## config.mk

```make
export PLATFORM = sky130hd
export DESIGN_NAME = usb_device_transfer_sequencer_core
export DESIGN_NICKNAME = d
export VERILOG_FILES = /design/src/udts_pkg.sv /design/src/udts_cfg_regs.sv /design/src/usb_device_transfer_sequencer_core.sv
export VERILOG_INCLUDE_DIRS = /design/src /design/src/src
export SDC_FILE = /design/constraint.sdc
export NUM_CORES = 1
export LEC_CHECK = 0
export ABC_AREA = 0
export BUFFER_PORTS_ARGS = -buffer_cell sky130_fd_sc_hd__buf_2
export CAP_MARGIN = 20
export CORE_MARGIN = 4
export CORE_UTILIZATION = 35
export DETAILED_ROUTE_END_ITERATION = 8
export SYNTH_ARGS = -nofsm -noshare
export SYNTH_HDL_FRONTEND = slang
export SYNTH_HIERARCHICAL = 1
export SYNTH_SLANG_ARGS = --single-unit
```

## constraint.sdc

```tcl
create_clock -name clk -period 7.6 [get_ports clk]
set_clock_uncertainty 0.2 [all_clocks]
set_input_delay 2.28 -clock clk [delete_from_list [all_inputs] [get_ports clk]]
set_output_delay 2.28 -clock clk [all_outputs]
set_load 0.03 [all_outputs]
```

## src/usb_device_transfer_sequencer_core_macros.svh

```systemverilog
// Assertion helpers shared by the RTL of the transfer sequencer.
`ifndef USB_DEVICE_TRANSFER_SEQUENCER_CORE_MACROS_SVH
`define USB_DEVICE_TRANSFER_SEQUENCER_CORE_MACROS_SVH

// The consequent must hold in the same cycle as the antecedent.
`define UDTS_ASSERT_SAME(label, clk, rst, ante, cons) \
  label: assert property (@(posedge clk) disable iff (rst) (ante) |-> (cons)) \
    else $error("udts: same-cycle check failed");

// The consequent must hold in the cycle after the antecedent.
`define UDTS_ASSERT_NEXT(label, clk, rst, ante, cons) \
  label: assert property (@(posedge clk) disable iff (rst) (ante) |=> (cons)) \
    else $error("udts: next-cycle check failed");

`endif

```

## src/udts_pkg.sv

```systemverilog
package udts_pkg;

  localparam int NUM_EP    = 4;
  localparam int EP_W      = 2;
  localparam int TBL_DEPTH = 2 * NUM_EP;
  localparam int IDX_W     = $clog2(TBL_DEPTH);
  localparam int MAX_RES   = 4;
  localparam int RES_IDX_W = $clog2(MAX_RES);
  localparam int RES_CNT_W = RES_IDX_W + 1;
  localparam int ADDR_W    = 4;

  localparam logic [10:0] EP0_PACKET = 11'd64;
  localparam logic [10:0] MPS_MIN    = 11'd8;
  localparam logic [10:0] MPS_MAX    = 11'd1024;
  localparam logic [10:0] MPS_RESET  = 11'd512;

  // Configuration register indexes.
  localparam logic [1:0] REG_EP1_MPS = 2'd0;
  localparam logic [1:0] REG_EP2_MPS = 2'd1;
  localparam logic [1:0] REG_EP3_MPS = 2'd2;

  // Request opcodes.
  localparam logic [2:0] OP_START_SEND = 3'd0;
  localparam logic [2:0] OP_START_RECV = 3'd1;
  localparam logic [2:0] OP_SETUP_READ = 3'd2;
  localparam logic [2:0] OP_STATUS     = 3'd3;
  localparam logic [2:0] OP_EP0_EVENT  = 3'd4;
  localparam logic [2:0] OP_OUT_PACKET = 3'd5;
  localparam logic [2:0] OP_IN_DONE    = 3'd6;

  // Result actions.
  localparam logic [3:0] ACT_ACCEPTED    = 4'd0;
  localparam logic [3:0] ACT_WRITE       = 4'd1;
  localparam logic [3:0] ACT_READ        = 4'd2;
  localparam logic [3:0] ACT_SETUP       = 4'd3;
  localparam logic [3:0] ACT_OUT_DONE    = 4'd4;
  localparam logic [3:0] ACT_IN_DONE     = 4'd5;
  localparam logic [3:0] ACT_STATUS_DONE = 4'd6;
  localparam logic [3:0] ACT_SETUP_END   = 4'd7;
  localparam logic [3:0] ACT_STALL_CLR   = 4'd8;
  localparam logic [3:0] ACT_ERROR       = 4'd9;

  // EP0 control stages.
  localparam logic [2:0] STG_IDLE     = 3'd0;
  localparam logic [2:0] STG_DATA_IN  = 3'd2;
  localparam logic [2:0] STG_DATA_OUT = 3'd3;
  localparam logic [2:0] STG_STATUS   = 3'd4;

  typedef struct packed {
    logic [10:0] ep1;
    logic [10:0] ep2;
    logic [10:0] ep3;
  } mps_cfg_t;

  typedef struct packed {
    logic [15:0] rem;
    logic [15:0] tot;
    logic        flg;
  } entry_t;

  typedef struct packed {
    logic [3:0]  action;
    logic [1:0]  ep;
    logic [10:0] count;
    logic [15:0] offset;
    logic        de;
  } res_t;

endpackage

```

## src/udts_cfg_regs.sv

```systemverilog
module udts_cfg_regs (
  input  logic                         clk,
  input  logic                         rst,
  input  logic                         psel,
  input  logic                         penable,
  input  logic                         pwrite,
  input  logic [udts_pkg::ADDR_W-1:0]  paddr,
  input  logic [31:0]                  pwdata,
  output logic [31:0]                  prdata,
  output logic                         pready,
  output udts_pkg::mps_cfg_t           mps
);

  logic [10:0] ep1_max_packet;
  logic [10:0] ep2_max_packet;
  logic [10:0] ep3_max_packet;
  logic        wr;

  function automatic logic [10:0] clamp_mps(input logic [10:0] v);
    if (v < udts_pkg::MPS_MIN) begin
      return udts_pkg::MPS_MIN;
    end else if (v > udts_pkg::MPS_MAX) begin
      return udts_pkg::MPS_MAX;
    end
    return v;
  endfunction

  assign pready = 1'b1;
  assign wr     = psel && penable && pwrite && pready;

  always_ff @(posedge clk) begin
    if (rst) begin
      ep1_max_packet <= udts_pkg::MPS_RESET;
      ep2_max_packet <= udts_pkg::MPS_RESET;
      ep3_max_packet <= udts_pkg::MPS_RESET;
    end else if (wr) begin
      unique case (paddr[3:2])
        udts_pkg::REG_EP1_MPS: ep1_max_packet <= pwdata[10:0];
        udts_pkg::REG_EP2_MPS: ep2_max_packet <= pwdata[10:0];
        udts_pkg::REG_EP3_MPS: ep3_max_packet <= pwdata[10:0];
        default: ;
      endcase
    end
  end

  always_comb begin
    unique case (paddr[3:2])
      udts_pkg::REG_EP1_MPS: prdata = {21'd0, ep1_max_packet};
      udts_pkg::REG_EP2_MPS: prdata = {21'd0, ep2_max_packet};
      udts_pkg::REG_EP3_MPS: prdata = {21'd0, ep3_max_packet};
      default:               prdata = 32'd0;
    endcase
  end

  // Packet sizes are used saturated to the legal range.
  assign mps.ep1 = clamp_mps(ep1_max_packet);
  assign mps.ep2 = clamp_mps(ep2_max_packet);
  assign mps.ep3 = clamp_mps(ep3_max_packet);

endmodule

```

## src/usb_device_transfer_sequencer_core.sv

```systemverilog
// USB device transfer sequencer. A request is taken when start is high and
// busy is low; busy then stays high until every result of that request has
// been shown. A request causes one to four results. The table is read as the
// request is taken, the entry is computed and written back in the execute
// state, and the results are then shown one after another. Results appear
// on the result ports for exactly one cycle each, marked by result_valid,
// with last set on the final one; the receiver cannot stall them, so it must
// take a result in every cycle in which result_valid is high. The transfer
// table (eight entries, OUT endpoints 0..3 then IN endpoints 0..3) has one
// valid bit per entry that reset clears at once, so no clearing pass follows
// reset. Packet sizes of endpoints 1..3 are to be written by the user
// through the APB port while the block is idle; the block does not enforce it.
`include "usb_device_transfer_sequencer_core_macros.svh"

module usb_device_transfer_sequencer_core (
  input  logic                         clk,
  input  logic                         rst,
  // request channel
  input  logic                         start,
  output logic                         busy,
  input  logic [2:0]                   opcode,
  input  logic [1:0]                   endpoint,
  input  logic [15:0]                  transfer_length,
  input  logic                         zlp_request,
  input  logic                         setup_dir_in,
  input  logic [10:0]                  rx_count,
  input  logic                         csr_rx_ready,
  input  logic                         csr_setup_end,
  input  logic                         csr_sent_stall,
  // result channel
  output logic                         result_valid,
  output logic [3:0]                   action,
  output logic [1:0]                   endpoint_res,
  output logic [10:0]                  byte_count,
  output logic [15:0]                  buffer_offset,
  output logic                         data_end,
  output logic                         last,
  // configuration port
  input  logic                         psel,
  input  logic                         penable,
  input  logic                         pwrite,
  input  logic [udts_pkg::ADDR_W-1:0]  paddr,
  input  logic [31:0]                  pwdata,
  output logic [31:0]                  prdata,
  output logic                         pready
);

  // Sequencer states.
  typedef enum logic [2:0] {
    S_IDLE = 3'b001,
    S_EXEC = 3'b010,
    S_EMIT = 3'b100
  } state_t;

  state_t state;

  udts_pkg::mps_cfg_t mps_cfg;

  udts_cfg_regs u_cfg (
    .clk     (clk),
    .rst     (rst),
    .psel    (psel),
    .penable (penable),
    .pwrite  (pwrite),
    .paddr   (paddr),
    .pwdata  (pwdata),
    .prdata  (prdata),
    .pready  (pready),
    .mps     (mps_cfg)
  );

  // Captured request fields.
  logic [2:0]  op_q;
  logic [1:0]  ep_q;
  logic [15:0] len_q;
  logic        zlp_q;
  logic        dir_q;
  logic [10:0] cnt_q;
  logic        rxr_q;
  logic        se_q;
  logic        st_q;
  logic [udts_pkg::IDX_W-1:0] idx_q;

  // Control state kept outside the table.
  logic [2:0]                 stage;
  logic [2:0]                 stage_next;
  logic [udts_pkg::NUM_EP-1:0] mask;
  logic [udts_pkg::NUM_EP-1:0] mask_next;

  // Transfer table: synchronous memory with a registered read.
  udts_pkg::entry_t             tbl [udts_pkg::TBL_DEPTH];
  logic [udts_pkg::TBL_DEPTH-1:0] valid;
  udts_pkg::entry_t             rd_data;
  logic                         rd_valid;
  logic [udts_pkg::IDX_W-1:0]   rd_idx;
  logic                         wr_en;
  udts_pkg::entry_t             wr_data;

  // Result queue.
  udts_pkg::res_t               q [udts_pkg::MAX_RES];
  udts_pkg::res_t               q_next [udts_pkg::MAX_RES];
  logic [udts_pkg::RES_CNT_W-1:0] n_q;
  logic [udts_pkg::RES_CNT_W-1:0] n_next;
  logic [udts_pkg::RES_IDX_W-1:0] emit_idx;

  logic accept;

  assign busy   = (state != S_IDLE);
  assign accept = start && !busy;

  // Table address for the request being accepted. An EP0 event touches the
  // OUT entry of EP0 except in the data-in stage, where it continues the IN
  // transfer.
  always_comb begin
    case (opcode) inside
      udts_pkg::OP_START_SEND, udts_pkg::OP_IN_DONE: begin
        rd_idx = udts_pkg::IDX_W'(udts_pkg::NUM_EP) + udts_pkg::IDX_W'(endpoint);
      end
      udts_pkg::OP_START_RECV, udts_pkg::OP_OUT_PACKET: begin
        rd_idx = udts_pkg::IDX_W'(endpoint);
      end
      udts_pkg::OP_EP0_EVENT: begin
        rd_idx = (stage == udts_pkg::STG_DATA_IN) ?
                 udts_pkg::IDX_W'(udts_pkg::NUM_EP) : '0;
      end
      default: rd_idx = '0;
    endcase
  end

  always_ff @(posedge clk) begin
    if (accept) begin
      rd_data <= tbl[rd_idx];
    end
    if (wr_en) begin
      tbl[idx_q] <= wr_data;
    end
  end

  always_ff @(posedge clk) begin
    if (rst) begin
      valid <= '0;
    end else if (wr_en) begin
      valid[idx_q] <= 1'b1;
    end
  end

  always_ff @(posedge clk) begin
    if (accept) begin
      op_q     <= opcode;
      ep_q     <= endpoint;
      len_q    <= transfer_length;
      zlp_q    <= zlp_request;
      dir_q    <= setup_dir_in;
      cnt_q    <= rx_count;
      rxr_q    <= csr_rx_ready;
      se_q     <= csr_setup_end;
      st_q     <= csr_sent_stall;
      idx_q    <= rd_idx;
      rd_valid <= valid[rd_idx];
    end
  end

  // Datapath for the request in the execute cycle. Send and receive
  // arithmetic is computed once and used by whichever branch needs it.
  udts_pkg::entry_t ent;
  udts_pkg::entry_t src;
  udts_pkg::entry_t snd_ent;
  logic [1:0]       ep_eff;
  logic [10:0]      mps;
  logic [10:0]      snd_size;
  logic             snd_short;
  logic [15:0]      snd_off;
  logic             snd_de;
  logic             in_more;
  logic             rcv_bad;
  logic [15:0]      rcv_rem;
  logic [15:0]      rcv_off;
  logic             rcv_done;
  logic             ep_ok;

  always_comb begin
    // An entry never written reads as the reset value.
    ent = rd_valid ? rd_data : '0;

    if ((op_q == udts_pkg::OP_SETUP_READ) || (op_q == udts_pkg::OP_STATUS) ||
        (op_q == udts_pkg::OP_EP0_EVENT)) begin
      ep_eff = 2'd0;
    end else begin
      ep_eff = ep_q;
    end

    case (ep_eff)
      2'd0:    mps = udts_pkg::EP0_PACKET;
      2'd1:    mps = mps_cfg.ep1;
      2'd2:    mps = mps_cfg.ep2;
      default: mps = mps_cfg.ep3;
    endcase

    ep_ok = int'(ep_q) < udts_pkg::NUM_EP;

    // A new send loads the entry before the first packet is cut.
    if (op_q == udts_pkg::OP_START_SEND) begin
      src.rem = len_q;
      src.tot = len_q;
      src.flg = zlp_q;
    end else begin
      src = ent;
    end

    snd_size    = (src.rem < {5'd0, mps}) ? src.rem[10:0] : mps;
    snd_short   = (snd_size < mps);
    snd_off     = src.tot - src.rem;
    snd_ent.rem = src.rem - {5'd0, snd_size};
    snd_ent.tot = src.tot;
    snd_ent.flg = snd_short ? 1'b0 : src.flg;
    snd_de      = (ep_eff == 2'd0) && snd_short;

    in_more  = (ent.rem != 16'd0) || ent.flg;

    rcv_bad  = !mask[ep_eff] || ent.flg || ({5'd0, cnt_q} > ent.rem) || (cnt_q > mps);
    rcv_rem  = ent.rem - {5'd0, cnt_q};
    rcv_off  = ent.tot - ent.rem;
    rcv_done = (cnt_q < mps) || (rcv_rem == 16'd0);
  end

  function automatic udts_pkg::res_t mk_res(input logic [3:0]  act,
                                            input logic [1:0]  ep,
                                            input logic [10:0] cnt,
                                            input logic [15:0] off,
                                            input logic        de);
    udts_pkg::res_t r;
    r.action = act;
    r.ep     = ep;
    r.count  = cnt;
    r.offset = off;
    r.de     = de;
    return r;
  endfunction

  // Decision logic: builds the list of results and the write-back.
  logic do_send;
  logic do_in;
  logic do_recv;

  always_comb begin
    stage_next = stage;
    mask_next  = mask;
    wr_en      = 1'b0;
    wr_data    = snd_ent;
    n_next     = '0;
    do_send    = 1'b0;
    do_in      = 1'b0;
    do_recv    = 1'b0;
    for (int i = 0; i < udts_pkg::MAX_RES; i++) begin
      q_next[i] = '0;
    end

    case (op_q)
      udts_pkg::OP_START_SEND: begin
        if (!ep_ok) begin
          q_next[n_next[udts_pkg::RES_IDX_W-1:0]] = mk_res(udts_pkg::ACT_ERROR, ep_q, '0, '0, 1'b0);
          n_next = n_next + 1'b1;
        end else begin
          do_send = 1'b1;
        end
      end
      udts_pkg::OP_START_RECV: begin
        if (!ep_ok) begin
          q_next[n_next[udts_pkg::RES_IDX_W-1:0]] = mk_res(udts_pkg::ACT_ERROR, ep_q, '0, '0, 1'b0);
          n_next = n_next + 1'b1;
        end else begin
          wr_en       = 1'b1;
          wr_data.rem = len_q;
          wr_data.tot = len_q;
          wr_data.flg = 1'b0;
          mask_next   = mask | (udts_pkg::NUM_EP'(1) << ep_q);
          q_next[n_next[udts_pkg::RES_IDX_W-1:0]] =
            mk_res(udts_pkg::ACT_ACCEPTED, ep_q, '0, '0, 1'b0);
          n_next = n_next + 1'b1;
        end
      end
      udts_pkg::OP_SETUP_READ: begin
        // A setup outside the idle stage changes nothing.
        if (stage != udts_pkg::STG_IDLE) begin
          q_next[n_next[udts_pkg::RES_IDX_W-1:0]] = mk_res(udts_pkg::ACT_ERROR, 2'd0, '0, '0, 1'b0);
          n_next = n_next + 1'b1;
        end else begin
          if (!dir_q) begin
            stage_next = udts_pkg::STG_DATA_OUT;
          end
          q_next[n_next[udts_pkg::RES_IDX_W-1:0]] =
            mk_res(udts_pkg::ACT_READ, 2'd0, 11'd8, '0, 1'b0);
          n_next = n_next + 1'b1;
        end
      end
      udts_pkg::OP_STATUS: begin
        stage_next = udts_pkg::STG_STATUS;
        q_next[n_next[udts_pkg::RES_IDX_W-1:0]] =
          mk_res(udts_pkg::ACT_ACCEPTED, 2'd0, '0, '0, 1'b0);
        n_next = n_next + 1'b1;
      end
      udts_pkg::OP_EP0_EVENT: begin
        case (stage)
          udts_pkg::STG_IDLE: begin
            if (rxr_q) begin
              q_next[n_next[udts_pkg::RES_IDX_W-1:0]] =
                mk_res(udts_pkg::ACT_SETUP, 2'd0, '0, '0, 1'b0);
              n_next = n_next + 1'b1;
            end else if (!st_q) begin
              q_next[n_next[udts_pkg::RES_IDX_W-1:0]] =
                mk_res(udts_pkg::ACT_ERROR, 2'd0, '0, '0, 1'b0);
              n_next = n_next + 1'b1;
            end
          end
          udts_pkg::STG_DATA_OUT: begin
            if (rxr_q) begin
              do_recv = 1'b1;
            end else if (!st_q) begin
              q_next[n_next[udts_pkg::RES_IDX_W-1:0]] =
                mk_res(udts_pkg::ACT_ERROR, 2'd0, '0, '0, 1'b0);
              n_next = n_next + 1'b1;
            end
          end
          udts_pkg::STG_DATA_IN: begin
            do_in = 1'b1;
          end
          udts_pkg::STG_STATUS: begin
            if (se_q) begin
              q_next[n_next[udts_pkg::RES_IDX_W-1:0]] =
                mk_res(udts_pkg::ACT_SETUP_END, 2'd0, '0, '0, 1'b0);
              n_next = n_next + 1'b1;
            end
            stage_next = udts_pkg::STG_IDLE;
            q_next[n_next[udts_pkg::RES_IDX_W-1:0]] =
              mk_res(udts_pkg::ACT_STATUS_DONE, 2'd0, '0, '0, 1'b0);
            n_next = n_next + 1'b1;
            if (rxr_q) begin
              q_next[n_next[udts_pkg::RES_IDX_W-1:0]] =
                mk_res(udts_pkg::ACT_SETUP, 2'd0, '0, '0, 1'b0);
              n_next = n_next + 1'b1;
            end
          end
          default: begin
            q_next[n_next[udts_pkg::RES_IDX_W-1:0]] =
              mk_res(udts_pkg::ACT_ERROR, 2'd0, '0, '0, 1'b0);
            n_next = n_next + 1'b1;
          end
        endcase
      end
      udts_pkg::OP_OUT_PACKET: begin
        if (!ep_ok || (ep_q == 2'd0)) begin
          q_next[n_next[udts_pkg::RES_IDX_W-1:0]] = mk_res(udts_pkg::ACT_ERROR, ep_q, '0, '0, 1'b0);
          n_next = n_next + 1'b1;
        end else begin
          do_recv = 1'b1;
        end
      end
      udts_pkg::OP_IN_DONE: begin
        if (!ep_ok || (ep_q == 2'd0)) begin
          q_next[n_next[udts_pkg::RES_IDX_W-1:0]] = mk_res(udts_pkg::ACT_ERROR, ep_q, '0, '0, 1'b0);
          n_next = n_next + 1'b1;
        end else begin
          do_in = 1'b1;
        end
      end
      default: begin
        q_next[n_next[udts_pkg::RES_IDX_W-1:0]] = mk_res(udts_pkg::ACT_ERROR, ep_q, '0, '0, 1'b0);
        n_next = n_next + 1'b1;
      end
    endcase

    // An IN event either sends the next packet or, once nothing remains
    // and no empty packet is owed, reports completion again.
    if (do_in) begin
      if (in_more) begin
        do_send = 1'b1;
      end else begin
        q_next[n_next[udts_pkg::RES_IDX_W-1:0]] =
          mk_res(udts_pkg::ACT_IN_DONE, ep_eff, '0, '0, 1'b0);
        n_next = n_next + 1'b1;
      end
    end

    if (do_send) begin
      wr_en   = 1'b1;
      wr_data = snd_ent;
      if (ep_eff == 2'd0) begin
        stage_next = udts_pkg::STG_DATA_IN;
      end
      q_next[n_next[udts_pkg::RES_IDX_W-1:0]] =
        mk_res(udts_pkg::ACT_WRITE, ep_eff, snd_size, snd_off, snd_de);
      n_next = n_next + 1'b1;
    end

    // A rejected OUT packet leaves the table and the armed mask untouched.
    if (do_recv) begin
      if (rcv_bad) begin
        q_next[n_next[udts_pkg::RES_IDX_W-1:0]] =
          mk_res(udts_pkg::ACT_ERROR, ep_eff, '0, '0, 1'b0);
        n_next = n_next + 1'b1;
      end else begin
        wr_en       = 1'b1;
        wr_data.rem = rcv_rem;
        wr_data.tot = ent.tot;
        wr_data.flg = rcv_done;
        q_next[n_next[udts_pkg::RES_IDX_W-1:0]] =
          mk_res(udts_pkg::ACT_READ, ep_eff, cnt_q, rcv_off,
                 (ep_eff == 2'd0) && rcv_done);
        n_next = n_next + 1'b1;
        if (rcv_done) begin
          mask_next = mask & ~(udts_pkg::NUM_EP'(1) << ep_eff);
          q_next[n_next[udts_pkg::RES_IDX_W-1:0]] =
            mk_res(udts_pkg::ACT_OUT_DONE, ep_eff, '0, '0, 1'b0);
          n_next = n_next + 1'b1;
        end
      end
    end

    // A sent stall is serviced after everything else and returns EP0 to idle.
    if ((op_q == udts_pkg::OP_EP0_EVENT) && st_q) begin
      stage_next = udts_pkg::STG_IDLE;
      q_next[n_next[udts_pkg::RES_IDX_W-1:0]] =
        mk_res(udts_pkg::ACT_STALL_CLR, 2'd0, '0, '0, 1'b0);
      n_next = n_next + 1'b1;
    end

    // Only the execute cycle may change the table or the control state.
    if (state != S_EXEC) begin
      wr_en      = 1'b0;
      stage_next = stage;
      mask_next  = mask;
    end
  end

  // Sequencer: accept, execute, then one result per cycle.
  always_ff @(posedge clk) begin
    if (rst) begin
      state    <= S_IDLE;
      stage    <= udts_pkg::STG_IDLE;
      mask     <= '0;
      n_q      <= '0;
      emit_idx <= '0;
    end else begin
      stage <= stage_next;
      mask  <= mask_next;
      unique case (state)
        S_IDLE: begin
          if (accept) begin
            state <= S_EXEC;
          end
        end
        S_EXEC: begin
          n_q      <= n_next;
          emit_idx <= '0;
          state    <= S_EMIT;
        end
        S_EMIT: begin
          if (last) begin
            state <= S_IDLE;
          end else begin
            emit_idx <= emit_idx + 1'b1;
          end
        end
        default: state <= S_IDLE;
      endcase
    end
  end

  always_ff @(posedge clk) begin
    if (state == S_EXEC) begin
      for (int i = 0; i < udts_pkg::MAX_RES; i++) begin
        q[i] <= q_next[i];
      end
    end
  end

  assign result_valid  = (state == S_EMIT);
  assign action        = q[emit_idx].action;
  assign endpoint_res  = q[emit_idx].ep;
  assign byte_count    = q[emit_idx].count;
  assign buffer_offset = q[emit_idx].offset;
  assign data_end      = q[emit_idx].de;
  assign last          = result_valid && ({1'b0, emit_idx} == (n_q - 1'b1));

  // Every request yields at least one result and never more than the queue holds.
  `UDTS_ASSERT_SAME(a_res_count, clk, rst, state == S_EXEC,
    (n_next != '0) && (n_next <= udts_pkg::RES_CNT_W'(udts_pkg::MAX_RES)))
  // An accepted request goes straight to the execute cycle.
  `UDTS_ASSERT_NEXT(a_accept_exec, clk, rst, accept, state == S_EXEC)
  // Results of one request come in an unbroken run.
  `UDTS_ASSERT_NEXT(a_run_unbroken, clk, rst, result_valid && !last, result_valid)
  // After the final result the block is ready for the next request.
  `UDTS_ASSERT_NEXT(a_last_idle, clk, rst, result_valid && last, !busy)

endmodule

```

; ---- Word-level counts from Yosys, hierarchy flattened
; Memories as Yosys holds them, arrays and structs flattened. A register that Yosys moved wholly into a read port is not among the register bits.
; Cells that the tools add are included.
[word_totals]
word_cells = 284
register_bits = 97
in_bits = 79
mem_bits_rw = 400
memories = 2
[classes]
bitwise_logic = 20
n_addsub = 14
n_lt_le_gt_ge = 29
eq_ne = 26
n_shift = 2
mux = 128
reduce_logical = 43
[mem_list]
columns = memory, depth, width, rd, rd_clocked_by_memory_dff, wr, line
row1 = tbl, 8, 33, 1, 1, 1, usb_device_transfer_sequencer_core.sv:91  ; udts_pkg::entry_t tbl [udts_pkg::TBL_DEPTH];
row2 = q, 4, 34, 1, 1, 4, usb_device_transfer_sequencer_core.sv:100  ; udts_pkg::res_t q [udts_pkg::MAX_RES];
[op_table]
columns = cell, count
row1 = $mux W136, 8
row2 = $bwmux W136, 5
row3 = $demux W34 S2, 7
row4 = $mux W34, 14
row5 = $and A128 B128 Y128, 2
row6 = $not A128 Y128, 2
row7 = $mux W33, 7
row8 = $mux W102, 2
row9 = $pmux W34 S5, 1
row10 = $pmux W34 S4, 1
row11 = $and A132 B132 Y132, 1
row12 = $not A132 Y132, 1
row13 = $mux W11, 10
row14 = $mux W3, 22
row15 = $pmux W11 S3, 2
row16 = $gt A11 B11 Y1 const B, 3
row17 = $lt A11 B4 Y1 const B, 3
row18 = $sub A16 B11 Y16, 2
row19 = $sub A16 B16 Y16, 2
row20 = $mux W1, 31
row21 = $pmux W3 S3, 3
row22 = $eq A3 B3 Y1 const B, 8
row23 = $or A8 B8 Y8, 3
row24 = $lt A11 B11 Y1, 2
row25 = other kinds (45), 120

; ---- Logic depth before layout (Yosys ltp)
[depth]
depth_word = 26
mapped_depth = 27
depth_no_buf = 26

; ---- By module
; The synthesis kept the hierarchy.
[modules_own_cells]
columns = module, cells_each, area_per_inst_um2, n_inst
row1 = usb_device_transfer_sequencer_core, 2165, 26151.3, 1
row2 = udts_cfg_regs, 233, 2020.7, 1

; ---- Least setup slack after synthesis
; No wires, ideal clock.
[synth_path]
path_kind = reg-to-reg
from = register rd_valid
to = memory tbl[0][0] (netlist name), enable pin
arrival_time_ns = 5.853
path_buffers = 2
t_required_ns = 6.933
synth_period_minus_slack_ns = 6.519
slack_ns = 1.081
path_stages_with_launch = 14
setup_time_ns = 0.467
path_cell_list = edfxtp_1 buf_1 clkbuf_1 nand2_1 fa_1 nand2b_1 a21oi_1 o31ai_1 and3_1 a221oi_4 o21a_1 nand2_1 a211o_1 nor3_1
[synth_between]
elab_chain_cells = 11
elab_cells_between_ends = 15
[synth_rtl]
columns = item, line
row1 = from (decl), usb_device_transfer_sequencer_core.sv:94  ; logic rd_valid;
row2 = from (signal assigned), usb_device_transfer_sequencer_core.sv:159  ; rd_valid <= valid[rd_idx];
row3 = $mux W33 *, usb_device_transfer_sequencer_core.sv:183  ; ent = rd_valid ? rd_data : '0;
row4 = "parallel branches: the longest is 6 deep, another holds $gt A11 B16 Y1", -
row5 = $mux W1 *, usb_device_transfer_sequencer_core.sv:396  ; if (do_recv) begin
row6 = $mux W1 *, usb_device_transfer_sequencer_core.sv:428  ; if (state != S_EXEC) begin
row7 = $mux W1 *, usb_device_transfer_sequencer_core.sv:134  ; if (wr_en) begin
row8 = $mux W1 (not written as such) *, usb_device_transfer_sequencer_core.sv:135  ; tbl[idx_q] <= wr_data;
row9 = to (decl), usb_device_transfer_sequencer_core.sv:91
; Every way passes the cells marked *.

==> impl_metrics.prom <==
# TYPE chip_impl_metric gauge
chip_impl_info{name="hp-class",value="flop to flop"} 1
chip_impl_metric{name="synthArstFlopShare",unit=""} 0
chip_impl_metric{name="route.detailed.drc",unit=""} 0
chip_impl_metric{name="clk_pin_slew_worst_paths",unit="ns"} 0.06
chip_impl_metric{name="final-setup-viol-count",unit=""} 0
chip_impl_metric{name="filler_cell_count",unit=""} 7581
chip_impl_metric{name="routed-via-count",unit=""} 20100
chip_impl_metric{name="critPathMaxStageDelay",unit="ns"} 0.75
chip_impl_metric{name="finalNetCount",unit=""} 2655
chip_impl_metric{name="use_met1",unit=""} 0.252
chip_impl_metric{name="worst-endpoint-required",unit="ns"} 7.72
chip_impl_info{name="grt_setup_unrepaired",value="false"} 1
chip_impl_metric{name="clkSinkCount",unit=""} 532
chip_impl_metric{name="cts.path.max_buffers",unit=""} 3
chip_impl_info{name="ordered_list_of_cells_on_the_worst_path",value="nor3_4 -> buf_4 -> nand2_1 -> o21ai_0 -> ha_1 -> and3_1 -> or4_4 -> a211oi_4 -> a21oi_2 -> ha_1 -> fa_1 -> nor2b_1 -> o21ai_0 -> a21boi_0 -> o21ai_0 -> a211oi_1 -> o21ai_0 -> nand2_1 -> xnor2_1 -> nand2_1 -> a31oi_1"} 1
chip_impl_metric{name="detail_route.first_pass.iterations",unit=""} 8
chip_impl_metric{name="post_drt_wl_per_cell",unit="µm"} 22.8
chip_impl_metric{name="numPortBuffers",unit=""} 103
chip_impl_metric{name="ir_drop_worst_vdd",unit="mV"} 0.167
chip_impl_metric{name="synthCells",unit=""} 2398
chip_impl_metric{name="finalWorstPathRequiredPeriod",unit="ns"} 7.01
chip_impl_metric{name="fin_crit_sh",unit=""} 0.922
chip_impl_metric{name="grt_pass1_wl",unit="mm"} 123
chip_impl_metric{name="syn_avg_cell_area",unit="µm²"} 11.7
chip_impl_metric{name="fin_setup_tns",unit="ns"} 0
chip_impl_metric{name="dp_hpwl",unit="mm"} 56.2
chip_impl_metric{name="max_cap_viol_count",unit=""} 0
chip_impl_metric{name="antenna_found_initial",unit=""} 4
chip_impl_metric{name="grt_overflow_total",unit=""} 0
chip_impl_metric{name="synth_sequential_area_ratio",unit=""} 0.546
chip_impl_metric{name="max_slew_vio_count",unit=""} 0
chip_impl_metric{name="die_width",unit="µm"} 292
chip_impl_info{name="cp_slowest_cell",value="nor3_4"} 1
chip_impl_info{name="dominant_cell_type_by_area_after_synthesis",value="edfxtp_1"} 1
chip_impl_metric{name="worstPathMaxFanout",unit=""} 23
chip_impl_metric{name="viasPerCell",unit=""} 5.64
chip_impl_metric{name="io-pin-count",unit=""} 149
chip_impl_info{name="top_usage_layer",value="met2"} 1
chip_impl_metric{name="core_area",unit="µm²"} 79400
chip_impl_metric{name="flow.area_growth_from_synthesis",unit="%"} 12.6
chip_impl_metric{name="total_power",unit="mW"} 7.21
chip_impl_info{name="cp_startpoint_kind",value="flop"} 1
chip_impl_info{name="kind_of_critical_path",value="flop to flop"} 1
chip_impl_info{name="setup.worst_path.end_class",value="flop"} 1
chip_impl_metric{name="cts.htree.levels",unit=""} 2
chip_impl_info{name="clockRootBuffer",value="clkbuf_16"} 1
chip_impl_metric{name="initialDrtViolationCount",unit=""} 1948
chip_impl_metric{name="rows",unit=""} 103
chip_impl_metric{name="die-height",unit="µm"} 292
chip_impl_metric{name="ratio_of_cells_with_drive_above_1_in_the_final_layout",unit=""} 0.149
chip_impl_metric{name="synth-seq-cells",unit=""} 532
chip_impl_metric{name="gpl.final_weighted_congestion",unit=""} 0.895
chip_impl_metric{name="grt_start_max_net_pins",unit=""} 91
chip_impl_metric{name="final_hold_viol_count",unit=""} 0
chip_impl_metric{name="max_slew_margin",unit=""} 0.295
chip_impl_metric{name="yosysWarningCount",unit=""} 6
chip_impl_metric{name="post-cts-setup-buffers",unit=""} 0
chip_impl_metric{name="arrival",unit="ns"} 7.13
chip_impl_info{name="yosys_most_used_dff",value="edfxtp_1"} 1
chip_impl_metric{name="worst_slew_pin_slew",unit="ns"} 1.06
chip_impl_metric{name="hold_buffers",unit=""} 0
chip_impl_metric{name="synth.cell_area",unit="µm²"} 28200
chip_impl_metric{name="groute.layer.met3.usage",unit=""} 0.0254
chip_impl_metric{name="fmax",unit="MHz"} 143
chip_impl_metric{name="synth_enable_flop_cells",unit=""} 474
chip_impl_info{name="cell_with_the_most_instances_on_the_worst_path",value="o21ai_0"} 1
chip_impl_metric{name="fp.dieArea",unit="µm²"} 85100
chip_impl_info{name="outcome",value="completed"} 1
chip_impl_info{name="clock_tree_from_tritoncts",value="yes"} 1
chip_impl_metric{name="grt.met2_usage",unit=""} 0.310
chip_impl_info{name="synthTopCellsByArea",value="edfxtp_1, ha_1, mux2i_1"} 1
chip_impl_metric{name="netlist-cell-type-count",unit=""} 91
chip_impl_metric{name="detail_route.wirelength",unit="mm"} 81.4
chip_impl_metric{name="cellLeakagePower",unit="nW"} 11.3
chip_impl_metric{name="final_antenna_net_count",unit=""} 0
chip_impl_metric{name="post_cts.resized_instances",unit=""} 0
chip_impl_metric{name="worstSkewPairLatency",unit="ns"} 0.63
chip_impl_metric{name="synth_largest_type_area_fraction",unit=""} 0.505
chip_impl_metric{name="first_global_vias",unit=""} 20100
chip_impl_metric{name="start_util",unit=""} 0.355
chip_impl_metric{name="grt_util_all_layers",unit=""} 0.185
chip_impl_metric{name="numCtsBuffers",unit=""} 55
chip_impl_metric{name="cellPowerDensity",unit="nW/µm²"} 227
[state kept, by name, indices dropped and copies added (netlist names), named ones only]
name and flops:
u_cfg/ep1_max_packet 11, dir_q 1, st_q 1, mask 4
u_cfg/ep3_max_packet 11, se_q 1, q 136, stage 3
n_q 3, rd_data 33, state 3, rd_valid 1
cnt_q 11, idx_q 3, emit_idx 2, op_q 3
tbl 264, zlp_q 1, u_cfg/ep2_max_packet 11, valid 8
ep_q 2, rxr_q 1, len_q 16
[cells by family (layout without fill, tap and decap cells)]
group,after synthesis,after routing,share of synthesized area
muxes,208,208,0.0912
other,2,23,0.000267
DFF,532,532,0.546
buffers and inverters,272,371,0.0411
AOI/OAI and AO/OA,599,599,0.148
and+or+nand+nor,623,623,0.108
adders and majority gates,107,107,0.0485
xor gates and xnor gates,55,55,0.0171
[per-layer routing]
metal / vias to the layer above / part of all wire
li1: 9232 / -
met1: 10000 / 0.43
met2: 764 / 0.48
met3: 132 / 0.064
met4: 0 / 0.028
met5: - / 0
[power breakdown]
group | internal [mW] | total (mW) | leakage, nW | switching [mW]
clock | 1.44 | 2.58 | 0.841 | 1.14
sequential | 3.33 | 3.40 | 4.79 | 0.0608
combinational | 0.417 | 1.24 | 5.66 | 0.820
total | 5.20 | 7.21 | 11.3 | 2.02
[area by class of cell]
cell class              instances  area (µm²)  share of cell area
well taps                    1050        1310              0.0414
diodes                          1        2.50           0.0000789
repair buffers                166        1100              0.0346
multi-input cells            1614       11800               0.372
clock buffers                  67        1420              0.0448
inverters                     101         382              0.0120
clock inverters                37         317             0.00998
flip-flops and latches        532       15400               0.485
[Yosys cell counts, types with 11 or more instances]
| master | count |
|---|---|
| xor2_1 | 16 |
| a21oi_1 | 75 |
| nand3_1 | 16 |
| and2_1 | 21 |
| nor3b_1 | 11 |
| a32o_1 | 13 |
| a31oi_1 | 24 |
| o21a_1 | 15 |
| nor2b_1 | 28 |
| inv_1 | 99 |
| nand2_1 | 155 |
| and3_1 | 25 |
| mux2i_1 | 125 |
| buf_2 | 22 |
| o22a_1 | 12 |
| mux2_2 | 49 |
| a22o_1 | 12 |
| buf_1 | 17 |
| a21o_1 | 16 |
| xnor2_1 | 39 |
| mux4_2 | 34 |
| clkbuf_1 | 105 |
| dfxtp_1 | 58 |
| o21ai_0 | 171 |
| a32oi_1 | 28 |
| nor3_1 | 34 |
| o221ai_1 | 69 |
| nand2b_1 | 54 |
| edfxtp_1 | 474 |
| nor2_1 | 208 |
| a22oi_1 | 66 |
| buf_4 | 25 |
| a211oi_1 | 18 |
| ha_1 | 102 |
[stage by stage]
stage	util	instances	hold slack [ns]	worst slack [ns]	cell area, µm²
CTS	0.400	3567	0.266	0.684	31700
detailed placement	0.378	3463	0.253	0.690	30000
global route	0.400	3568	0.283	0.113	31700
floorplan	-	2418	0.237	1.08	28200
finish	0.400	3568	0.262	0.591	31700
global placement	0.377	3462	0.252	0.702	30000
[worst max-delay path: cells and delay by family (launching register included)]
| kind | cells | cell delay [ns] |
|---|---|---|
| flops | 1 | 0.64 |
| compound gates | 9 | 2.60 |
| xor+xnor | 1 | 0.12 |
| buf+inv | 1 | 0.27 |
| simple gates | 7 | 1.87 |
| fa+ha+maj | 3 | 1.05 |
[cell usage in the layout (no fill, tap or decap), types with 32 or more instances in the layout]
master     Yosys  final
o221ai_1      69     69
inv_1         99     98
edfxtp_1     474    474
nand2_1      155    155
xnor2_1       39     39
a22oi_1       66     66
buf_2         22    103
dfxtp_1       58     57
nor3_1        34     32
nand2b_1      54     54
a21oi_1       75     74
nor2_1       208    199
buf_4         25     54
o21ai_0      171    171
mux4_2        34     34
ha_1         102    102
mux2i_1      125    125
mux2_2        49     49
clkbuf_16      0     55
[worst paths after layout]
check                        start                    end  slack, ns  depth (start not counted)
max reg2reg      op_q[1]$_DFFE_PP_   tbl[0][29]$_DFFE_PP_       0.59                         21
min reg2reg  valid[0]$_SDFFE_PP0P_  valid[0]$_SDFFE_PP0P_       0.26                          1
max              op_q[1]$_DFFE_PP_   tbl[0][29]$_DFFE_PP_       0.59                         21
min          valid[0]$_SDFFE_PP0P_  valid[0]$_SDFFE_PP0P_       0.26                          1
Note: power is estimated with default switching activity, not from simulation.
